## config.mk

```make
export PLATFORM = sky130hd
export DESIGN_NAME = overlap_cluster_contig_builder
export DESIGN_NICKNAME = d
export VERILOG_FILES = /design/src/occb_pkg.sv /design/src/occb_cluster_engine.sv /design/src/occb_record_queue.sv /design/src/overlap_cluster_contig_builder.sv
export SDC_FILE = /design/constraint.sdc
export NUM_CORES = 1
export LEC_CHECK = 0
export ABC_AREA = 1
export BUFFER_PORTS_ARGS = -buffer_cell sky130_fd_sc_hd__buf_4
export CAP_MARGIN = 10
export CORE_UTILIZATION = 41
export CTS_CLUSTER_DIAMETER = 120
export CTS_CLUSTER_SIZE = 10
export DETAILED_ROUTE_END_ITERATION = 7
export PLACE_DENSITY_LB_ADDON = 0.08
export REMOVE_ABC_BUFFERS = 1
export SKIP_CTS_REPAIR_TIMING = 1
export SLEW_MARGIN = 20
export SYNTH_ARGS = -nofsm -noshare
export SYNTH_HDL_FRONTEND = slang
export SYNTH_HIERARCHICAL = 1
export SYNTH_SLANG_ARGS = --single-unit
export TNS_END_PERCENT = 5
```

## constraint.sdc

```tcl
create_clock -name clock -period 43.9 [get_ports clock]
set_clock_uncertainty 0.05 [all_clocks]
set_input_delay 0 -clock clock [delete_from_list [all_inputs] [get_ports clock]]
set_output_delay 0 -clock clock [all_outputs]
set_load 0.005 [all_outputs]
```

## src/occb_pkg.sv

```systemverilog
// Shared types and constants of the overlap cluster contig builder.
package occb_pkg;

   // Default values of the top level parameters.
   localparam int MAX_COUNT_DEF = 128 * 1024;
   localparam int POS_BITS_DEF  = 32;

   // Number of record slots that one input beat can fill.
   localparam int SLOTS = 4;

   // Record kinds.
   localparam logic [1:0] KIND_PLACEMENT = 2'd0;
   localparam logic [1:0] KIND_CONTIG    = 2'd1;
   localparam logic [1:0] KIND_PAIR      = 2'd2;
   localparam logic [1:0] KIND_SCAFFOLD  = 2'd3;

   // Slot positions, in output order.
   localparam int SLOT_CONTIG    = 0;
   localparam int SLOT_PAIR      = 1;
   localparam int SLOT_SCAFFOLD  = 2;
   localparam int SLOT_PLACEMENT = 3;

   // One alignment beat.
   typedef struct packed {
      logic [47:0] ref_key;
      logic [31:0] ref_begin;
      logic [31:0] ref_end;
      logic        forward;
      logic [31:0] read_id;
      logic        flush;
   } req_type;

   // One result beat.
   typedef struct packed {
      logic [1:0]  record_kind;
      logic [31:0] first_id;
      logic [31:0] second_id;
      logic [31:0] offset_a;
      logic [31:0] offset_b;
      logic [17:0] item_count;
      logic        last;
   } rsp_type;

   // All records that one input beat produces, with a valid bit per slot.
   typedef struct packed {
      logic [SLOTS-1:0]            valid;
      rsp_type [SLOTS-1:0]         rec;
   } rec_bundle_type;

endpackage

```

## src/occb_cluster_engine.sv

```systemverilog
// Running contig and scaffold state, and the records one alignment produces.
module occb_cluster_engine
   import occb_pkg::*;
#(
   parameter int MAX_COUNT = MAX_COUNT_DEF,
   parameter int POS_BITS  = POS_BITS_DEF
) (
   input  logic           clock,
   input  logic           reset,
   input  logic           emit_scaffolds,
   input  logic           take,
   input  req_type        req,
   output rec_bundle_type bundle
);

   localparam int CNT_W = $clog2(MAX_COUNT + 1);
   localparam logic [CNT_W-1:0] CNT_MAX = CNT_W'(MAX_COUNT);

   logic [47:0]         cur_ref_ff,   cur_ref_in;
   logic [POS_BITS-1:0] beg_ff,       beg_in;
   logic [POS_BITS-1:0] end_ff,       end_in;
   logic                open_ff,      open_in;
   logic [CNT_W-1:0]    reads_ff,     reads_in;
   logic [31:0]         contig_ff,    contig_in;
   logic [31:0]         scaffold_ff,  scaffold_in;
   logic [CNT_W-1:0]    cis_ff,       cis_in;
   logic [POS_BITS-1:0] gap_ff,       gap_in;
   logic [POS_BITS-1:0] prev_end_ff,  prev_end_in;

   logic [POS_BITS-1:0] b_pos, e_pos, beg_eff, s_off, t_off, len;
   logic                key_chg, past_end, close, scaf_close, new_open;
   logic [31:0]         contig_next, contig_place;
   logic [CNT_W-1:0]    cis_inc, reads_inc, pairs;
   logic [CNT_W+17:0]   reads_ext, pairs_ext;

   // Decode what this beat does to the open contig.
   always_comb begin
      b_pos        = POS_BITS'(req.ref_begin);
      e_pos        = POS_BITS'(req.ref_end);
      key_chg      = req.ref_key != cur_ref_ff;
      past_end     = end_ff < b_pos;
      close        = open_ff && (req.flush || key_chg || past_end);
      scaf_close   = open_ff && (req.flush || key_chg);
      new_open     = !req.flush && (!open_ff || close);
      beg_eff      = new_open ? b_pos : beg_ff;
      s_off        = b_pos - beg_eff;
      t_off        = e_pos - beg_eff;
      len          = end_ff - beg_ff;
      contig_next  = contig_ff + 32'd1;
      contig_place = close ? contig_next : contig_ff;
      cis_inc      = (cis_ff < CNT_MAX) ? cis_ff + CNT_W'(1) : cis_ff;
      reads_inc    = (reads_ff < CNT_MAX) ? reads_ff + CNT_W'(1) : reads_ff;
      pairs        = cis_inc - CNT_W'(1);
      reads_ext    = {18'b0, reads_ff};
      pairs_ext    = {18'b0, pairs};
   end

   // Build the records in output order.
   always_comb begin
      bundle = '0;

      bundle.valid[SLOT_CONTIG]                = close;
      bundle.rec[SLOT_CONTIG].record_kind      = KIND_CONTIG;
      bundle.rec[SLOT_CONTIG].first_id         = contig_ff;
      bundle.rec[SLOT_CONTIG].offset_a         = 32'(len);
      bundle.rec[SLOT_CONTIG].item_count       = reads_ext[17:0];

      bundle.valid[SLOT_PAIR]                  = close && emit_scaffolds &&
                                                 (cis_ff != '0);
      bundle.rec[SLOT_PAIR].record_kind        = KIND_PAIR;
      bundle.rec[SLOT_PAIR].first_id           = contig_ff - 32'd1;
      bundle.rec[SLOT_PAIR].second_id          = contig_ff;
      bundle.rec[SLOT_PAIR].offset_a           = 32'(gap_ff);

      bundle.valid[SLOT_SCAFFOLD]              = scaf_close && emit_scaffolds;
      bundle.rec[SLOT_SCAFFOLD].record_kind    = KIND_SCAFFOLD;
      bundle.rec[SLOT_SCAFFOLD].first_id       = scaffold_ff;
      bundle.rec[SLOT_SCAFFOLD].item_count     = pairs_ext[17:0];

      bundle.valid[SLOT_PLACEMENT]             = !req.flush;
      bundle.rec[SLOT_PLACEMENT].record_kind   = KIND_PLACEMENT;
      bundle.rec[SLOT_PLACEMENT].first_id      = req.read_id;
      bundle.rec[SLOT_PLACEMENT].second_id     = contig_place;
      bundle.rec[SLOT_PLACEMENT].offset_a      = req.forward ? 32'(s_off) : 32'(t_off);
      bundle.rec[SLOT_PLACEMENT].offset_b      = req.forward ? 32'(t_off) : 32'(s_off);
   end

   // Next state for an accepted beat.
   always_comb begin
      cur_ref_in  = cur_ref_ff;
      beg_in      = beg_ff;
      end_in      = end_ff;
      open_in     = open_ff;
      reads_in    = reads_ff;
      contig_in   = contig_ff;
      scaffold_in = scaffold_ff;
      cis_in      = cis_ff;
      gap_in      = gap_ff;
      prev_end_in = prev_end_ff;
      if (take) begin
         if (close) begin
            contig_in   = contig_next;
            prev_end_in = end_ff;
            open_in     = 1'b0;
            if (scaf_close) begin
               scaffold_in = scaffold_ff + 32'd1;
               cis_in      = '0;
            end else begin
               cis_in = cis_inc;
               gap_in = b_pos - end_ff;
            end
         end
         if (!req.flush) begin
            open_in = 1'b1;
            if (new_open) begin
               cur_ref_in = req.ref_key;
               beg_in     = b_pos;
               end_in     = e_pos;
               reads_in   = CNT_W'(1);
            end else begin
               end_in   = (end_ff < e_pos) ? e_pos : end_ff;
               reads_in = reads_inc;
            end
         end
      end
   end

   // State registers.
   always_ff @(posedge clock) begin
      if (reset) begin
         cur_ref_ff  <= '0;
         beg_ff      <= '0;
         end_ff      <= '0;
         open_ff     <= 1'b0;
         reads_ff    <= '0;
         contig_ff   <= 32'd1;
         scaffold_ff <= 32'd1;
         cis_ff      <= '0;
         gap_ff      <= '0;
         prev_end_ff <= '0;
      end else begin
         cur_ref_ff  <= cur_ref_in;
         beg_ff      <= beg_in;
         end_ff      <= end_in;
         open_ff     <= open_in;
         reads_ff    <= reads_in;
         contig_ff   <= contig_in;
         scaffold_ff <= scaffold_in;
         cis_ff      <= cis_in;
         gap_ff      <= gap_in;
         prev_end_ff <= prev_end_in;
      end
   end

`ifndef SYNTH
   // A flush always leaves no contig open; a read always leaves one open.
   a_flush_closes: assert property (@(posedge clock) disable iff (reset)
      (take && req.flush) |=> !open_ff)
      else $error("contig still open after flush");

   a_read_opens: assert property (@(posedge clock) disable iff (reset)
      (take && !req.flush) |=> open_ff)
      else $error("no contig open after a read");

   // The contig id advances exactly when a contig closes.
   a_contig_id: assert property (@(posedge clock) disable iff (reset)
      (take && close) |=> (contig_ff == $past(contig_ff) + 32'd1))
      else $error("contig id did not advance on close");
`endif

endmodule

```

## src/occb_record_queue.sv

```systemverilog
// Holds the records of one beat and hands them out one per cycle while rsp_ready is high.
module occb_record_queue
   import occb_pkg::*;
(
   input  logic           clock,
   input  logic           reset,
   input  rec_bundle_type bundle,
   input  logic           req_valid,
   output logic           req_ready,
   output logic           take,
   output logic           rsp_valid,
   input  logic           rsp_ready,
   output rsp_type        rsp_data
);

   logic [SLOTS-1:0] vld_ff, vld_in;
   rsp_type [SLOTS-1:0] rec_ff, rec_in;
   logic [SLOTS-1:0] vld_rest;
   logic             pop;

   // Pending records left after the front one goes out.
   always_comb begin
      vld_rest  = vld_ff & (vld_ff - SLOTS'(1));
      rsp_valid = vld_ff != '0;
      pop       = rsp_valid && rsp_ready;
      req_ready = !rsp_valid || (rsp_ready && vld_rest == '0);
      take      = req_valid && req_ready;
   end

   // Front record is the lowest pending slot.
   always_comb begin
      rsp_data = rec_ff[SLOT_PLACEMENT];
      for (int i = SLOTS - 1; i >= 0; i--) begin
         if (vld_ff[i]) begin
            rsp_data = rec_ff[i];
         end
      end
      rsp_data.last = vld_rest == '0;
   end

   // Load a new beat's records or retire the front one.
   always_comb begin
      vld_in = vld_ff;
      rec_in = rec_ff;
      if (take) begin
         vld_in = bundle.valid;
         rec_in = bundle.rec;
      end else if (pop) begin
         vld_in = vld_rest;
      end
   end

   always_ff @(posedge clock) begin
      if (reset) begin
         vld_ff <= '0;
      end else begin
         vld_ff <= vld_in;
      end
      rec_ff <= rec_in;
   end

`ifndef SYNTH
   // A beat with records shows a result in the next cycle.
   a_load_shows: assert property (@(posedge clock) disable iff (reset)
      (take && bundle.valid != '0) |=> rsp_valid)
      else $error("loaded records not presented");

   // A new beat is taken only when nothing would be left behind.
   a_no_overwrite: assert property (@(posedge clock) disable iff (reset)
      (take && rsp_valid) |-> (rsp_ready && rsp_data.last))
      else $error("records overwritten before delivery");
`endif

endmodule

```

## src/overlap_cluster_contig_builder.sv

```systemverilog
// The first result of an alignment beat is offered in the cycle after it is accepted.
// Throughput: one beat per cycle while rsp_ready is high and each beat yields one record; a
// closing beat yields up to four records, one per cycle from the queue, which sets the rate.
// Reset is synchronous and active high: no contig open, contig and scaffold ids at one,
// scaffold records enabled, queue empty.
module overlap_cluster_contig_builder
   import occb_pkg::*;
#(
   parameter int MAX_COUNT = MAX_COUNT_DEF,
   parameter int POS_BITS  = POS_BITS_DEF
) (
   input  logic    clock,
   input  logic    reset,
   input  logic    req_valid,
   output logic    req_ready,
   input  req_type req_data,
   output logic    rsp_valid,
   input  logic    rsp_ready,
   output rsp_type rsp_data,
   input  logic    csr_wr_en,
   input  logic    csr_wr_data
);

   logic           emit_ff, emit_in;
   logic           take;
   rec_bundle_type bundle;

   // Scaffold enable register.
   always_comb begin
      emit_in = csr_wr_en ? csr_wr_data : emit_ff;
   end

   always_ff @(posedge clock) begin
      if (reset) begin
         emit_ff <= 1'b1;
      end else begin
         emit_ff <= emit_in;
      end
   end

   occb_cluster_engine #(
      .MAX_COUNT (MAX_COUNT),
      .POS_BITS  (POS_BITS)
   ) u_engine (
      .clock          (clock),
      .reset          (reset),
      .emit_scaffolds (emit_ff),
      .take           (take),
      .req            (req_data),
      .bundle         (bundle)
   );

   occb_record_queue u_queue (
      .clock     (clock),
      .reset     (reset),
      .bundle    (bundle),
      .req_valid (req_valid),
      .req_ready (req_ready),
      .take      (take),
      .rsp_valid (rsp_valid),
      .rsp_ready (rsp_ready),
      .rsp_data  (rsp_data)
   );

endmodule
```

==> flow_metrics.py <==
metrics = {
    "power_and_ir_drop": {
        "pwr_density_cell_nw_per_um2": 60.75,
        "clkPwrFrac_pct": 22.9,
        "p_leak_nw": 21.86,
        "p_sw_mw": 1.265,
        "netSwitchingFraction_pct": 38.99,
        "ir_worst_vdd_mv": 0.03251,
        "power_frac_comb_pct": 40.1,
        "power.internal_mw": 1.980,
        "power_frac_seq_pct": 37.0,
    },
    "cells_and_area": {
        "final_util_pct": 47.41,
        "final_common_cell": "nand2_1",
        "fillers": 11137,
        "final_cell_area_sq_um": 53410,
        "syn_to_final_growth_pct": 14.57,
        "final_cell_mix": "nand2_1 (842), nor2_1 (716), edfxtp_1 (592)",
        "final_nets": 5988,
        "drive_above_1_share_pct": 9.567,
    },
    "run_status": {
        "status": "completed",
    },
    "timing": {
        "fmax_mhz": 161.4,
        "setup_viol": 0,
        "period_share_pct": 14.12,
        "max_slew_margin_pct": 23.94,
        "rsz0062_at_grt": "no",
        "worst_slack_ns": 37.70,
        "fin_tns_setup_ns": 0,
        "tightest_slew_ns": 1.123,
        "slew_viol_final": 0,
        "fin_crit_ns": 6.198,
        "hold_viol_final": 0,
    },
    "clocking": {
        "cts_tree": "done",
        "cts_max_level": 3,
        "clock_path_buffers": 3,
        "cts_buffers": 94,
        "clock_latency_ns": 0.69,
        "clock-sinks": 842,
        "root_buffer": "clkbuf_16",
        "clkTransAtPathRegs_ns": 0.07,
    },
    "synthesis": {
        "syn-cell-area_sq_um": 46610,
        "yosys_warnings": 6,
        "synth_area_per_cell_sq_um": 8.757,
        "netlist_instances": 5323,
    },
    "worst_setup_path": {
        "path_class": "reg2reg",
        "worstPathMaxFanout": 72,
        "cp.arrival_ns": 6.58,
        "required_ns": 44.28,
        "critPathCaptureType": "flop",
        "critPathLaunchType": "flop",
        "rrSetupSlack_ns": 37.70,
    },
    "detailed_routing": {
        "first_iter_violations": 2767,
        "wirelength_um": 147100,
        "dr.pass1.iters": 5,
        "wl_per_cell_um": 20.29,
        "postRouteAntennaNets": 0,
        "num_vias": 36895,
        "viasPerCell": 5.088,
        "drcViolationCount": 0,
    },
    "global_route": {
        "grt_pass1_vias": 34941,
        "grt_max_degree": 165,
        "grt_pass1_wl_um": 217600,
        "antenna_found_initial": 2,
        "grt_util_all_layers_pct": 24.87,
        "overflow": 0,
    },
    "floorplan": {
        "die_w_um": 339.2,
        "dieArea_sq_um": 115000,
        "initial_core_util_pct": 41.38,
        "ios": 303,
        "coreArea_sq_um": 112700,
        "rows": 123,
        "die_h_um": 339.2,
    },
    "placement": {
        "pre_cts_ws_ns": 37.80,
        "io_buffers": 302,
        "gp_congestion": 0.9745,
        "postPlaceCellArea_sq_um": 48800,
        "dpl.hpwl_um": 105800,
    },
    "job": {
        "maxCapViolCount": 0,
    },
    "hold_path": {
        "min_path_type": "in2reg",
    },
}
[critical path: stages (launching register included)]
cell	delay, ns
dfxtp_1	0.38
inv_1	0.06
ha_1	0.38
nand2_1	0.15
nor3_2	0.31
inv_1	0.07
nor2_1	0.34
nand4_1	0.35
nand2_2	0.27
nand3_2	0.15
nand2_2	0.08
buf_4	0.54
o21ai_0	0.33
ha_1	0.29
fa_1	0.40
o21ai_0	0.32
a21oi_1	0.18
o21ai_0	0.32
a21oi_1	0.27
inv_1	0.13
nand2_1	0.05
nand2_1	0.09
nand2_1	0.09
nand2_1	0.07
nand2_1	0.06
nand3_1	0.07
nand2_1	0.06
[sequential cells by signal, indices dropped and copies added (netlist names)]
| name | cells |
|---|---|
| u_engine/gap_ff | 32 |
| u_engine/end_ff | 32 |
| u_engine/reads_ff | 18 |
| emit_ff | 1 |
| u_engine/open_ff | 1 |
| u_engine/scaffold_ff | 32 |
| u_engine/contig_ff | 32 |
| u_engine/cur_ref_ff | 48 |
| u_engine/beg_ff | 32 |
| u_queue/rec_ff | 592 |
| u_queue/vld_ff | 4 |
| u_engine/cis_ff | 18 |
[final cells by class]
class	instances	area (sq um)	share of cell area (%)
inverter	553	2093	3.920
tap	1500	1877	3.514
timing repair buffer	524	4397	8.233
clock inverter	5	97.59	0.1827
sequential	842	22790	42.68
clock buffer	171	2705	5.065
multi-input combinational	3654	19440	36.40
antenna	2	5.005	0.009371
[power groups by stage]
stage	clock network [mW]	registers, mW	logic (mW)
global route	0.795	1.22	1.42
detailed placement	0	1.22	1.29
global placement	0	1.22	1.29
finish	0.742	1.20	1.30
floorplan	0	1.39	0.673
CTS	0.766	1.20	1.30
[path summary, 6_finish.rpt]
path,start,endpoint,depth (start not counted)
max,u_engine/end_ff[29],u_queue/rec_ff[490],26
min reg2reg,u_engine/gap_ff[10],u_queue/rec_ff[210],0
max reg2reg,u_engine/end_ff[29],u_queue/rec_ff[490],26
min,req_data[66],u_engine/beg_ff[0],5
[metrics by stage]
step	power (mW)	hold WS, ns	cells
floorplan	2.065	0.01907	5049
global placement	2.510	0.1290	6893
detailed placement	2.511	0.1293	6893
CTS	3.266	-0.6069	7069
global route	3.434	0.001934	7249
finish	3.245	0.006630	7251
[per-layer routing]
| metal | wire, um | GRT usage (%) | vias up |
|---|---|---|---|
| met2 | 69310 | 40.93 | 895 |
| met5 | 8 | 0 | - |
| met1 | 67170 | 34.27 | 17651 |
| met3 | 6723 | 3.002 | 176 |
| li1 | - | - | 18171 |
| met4 | 3873 | 7.461 | 2 |
(Power assumes the default switching activity.)
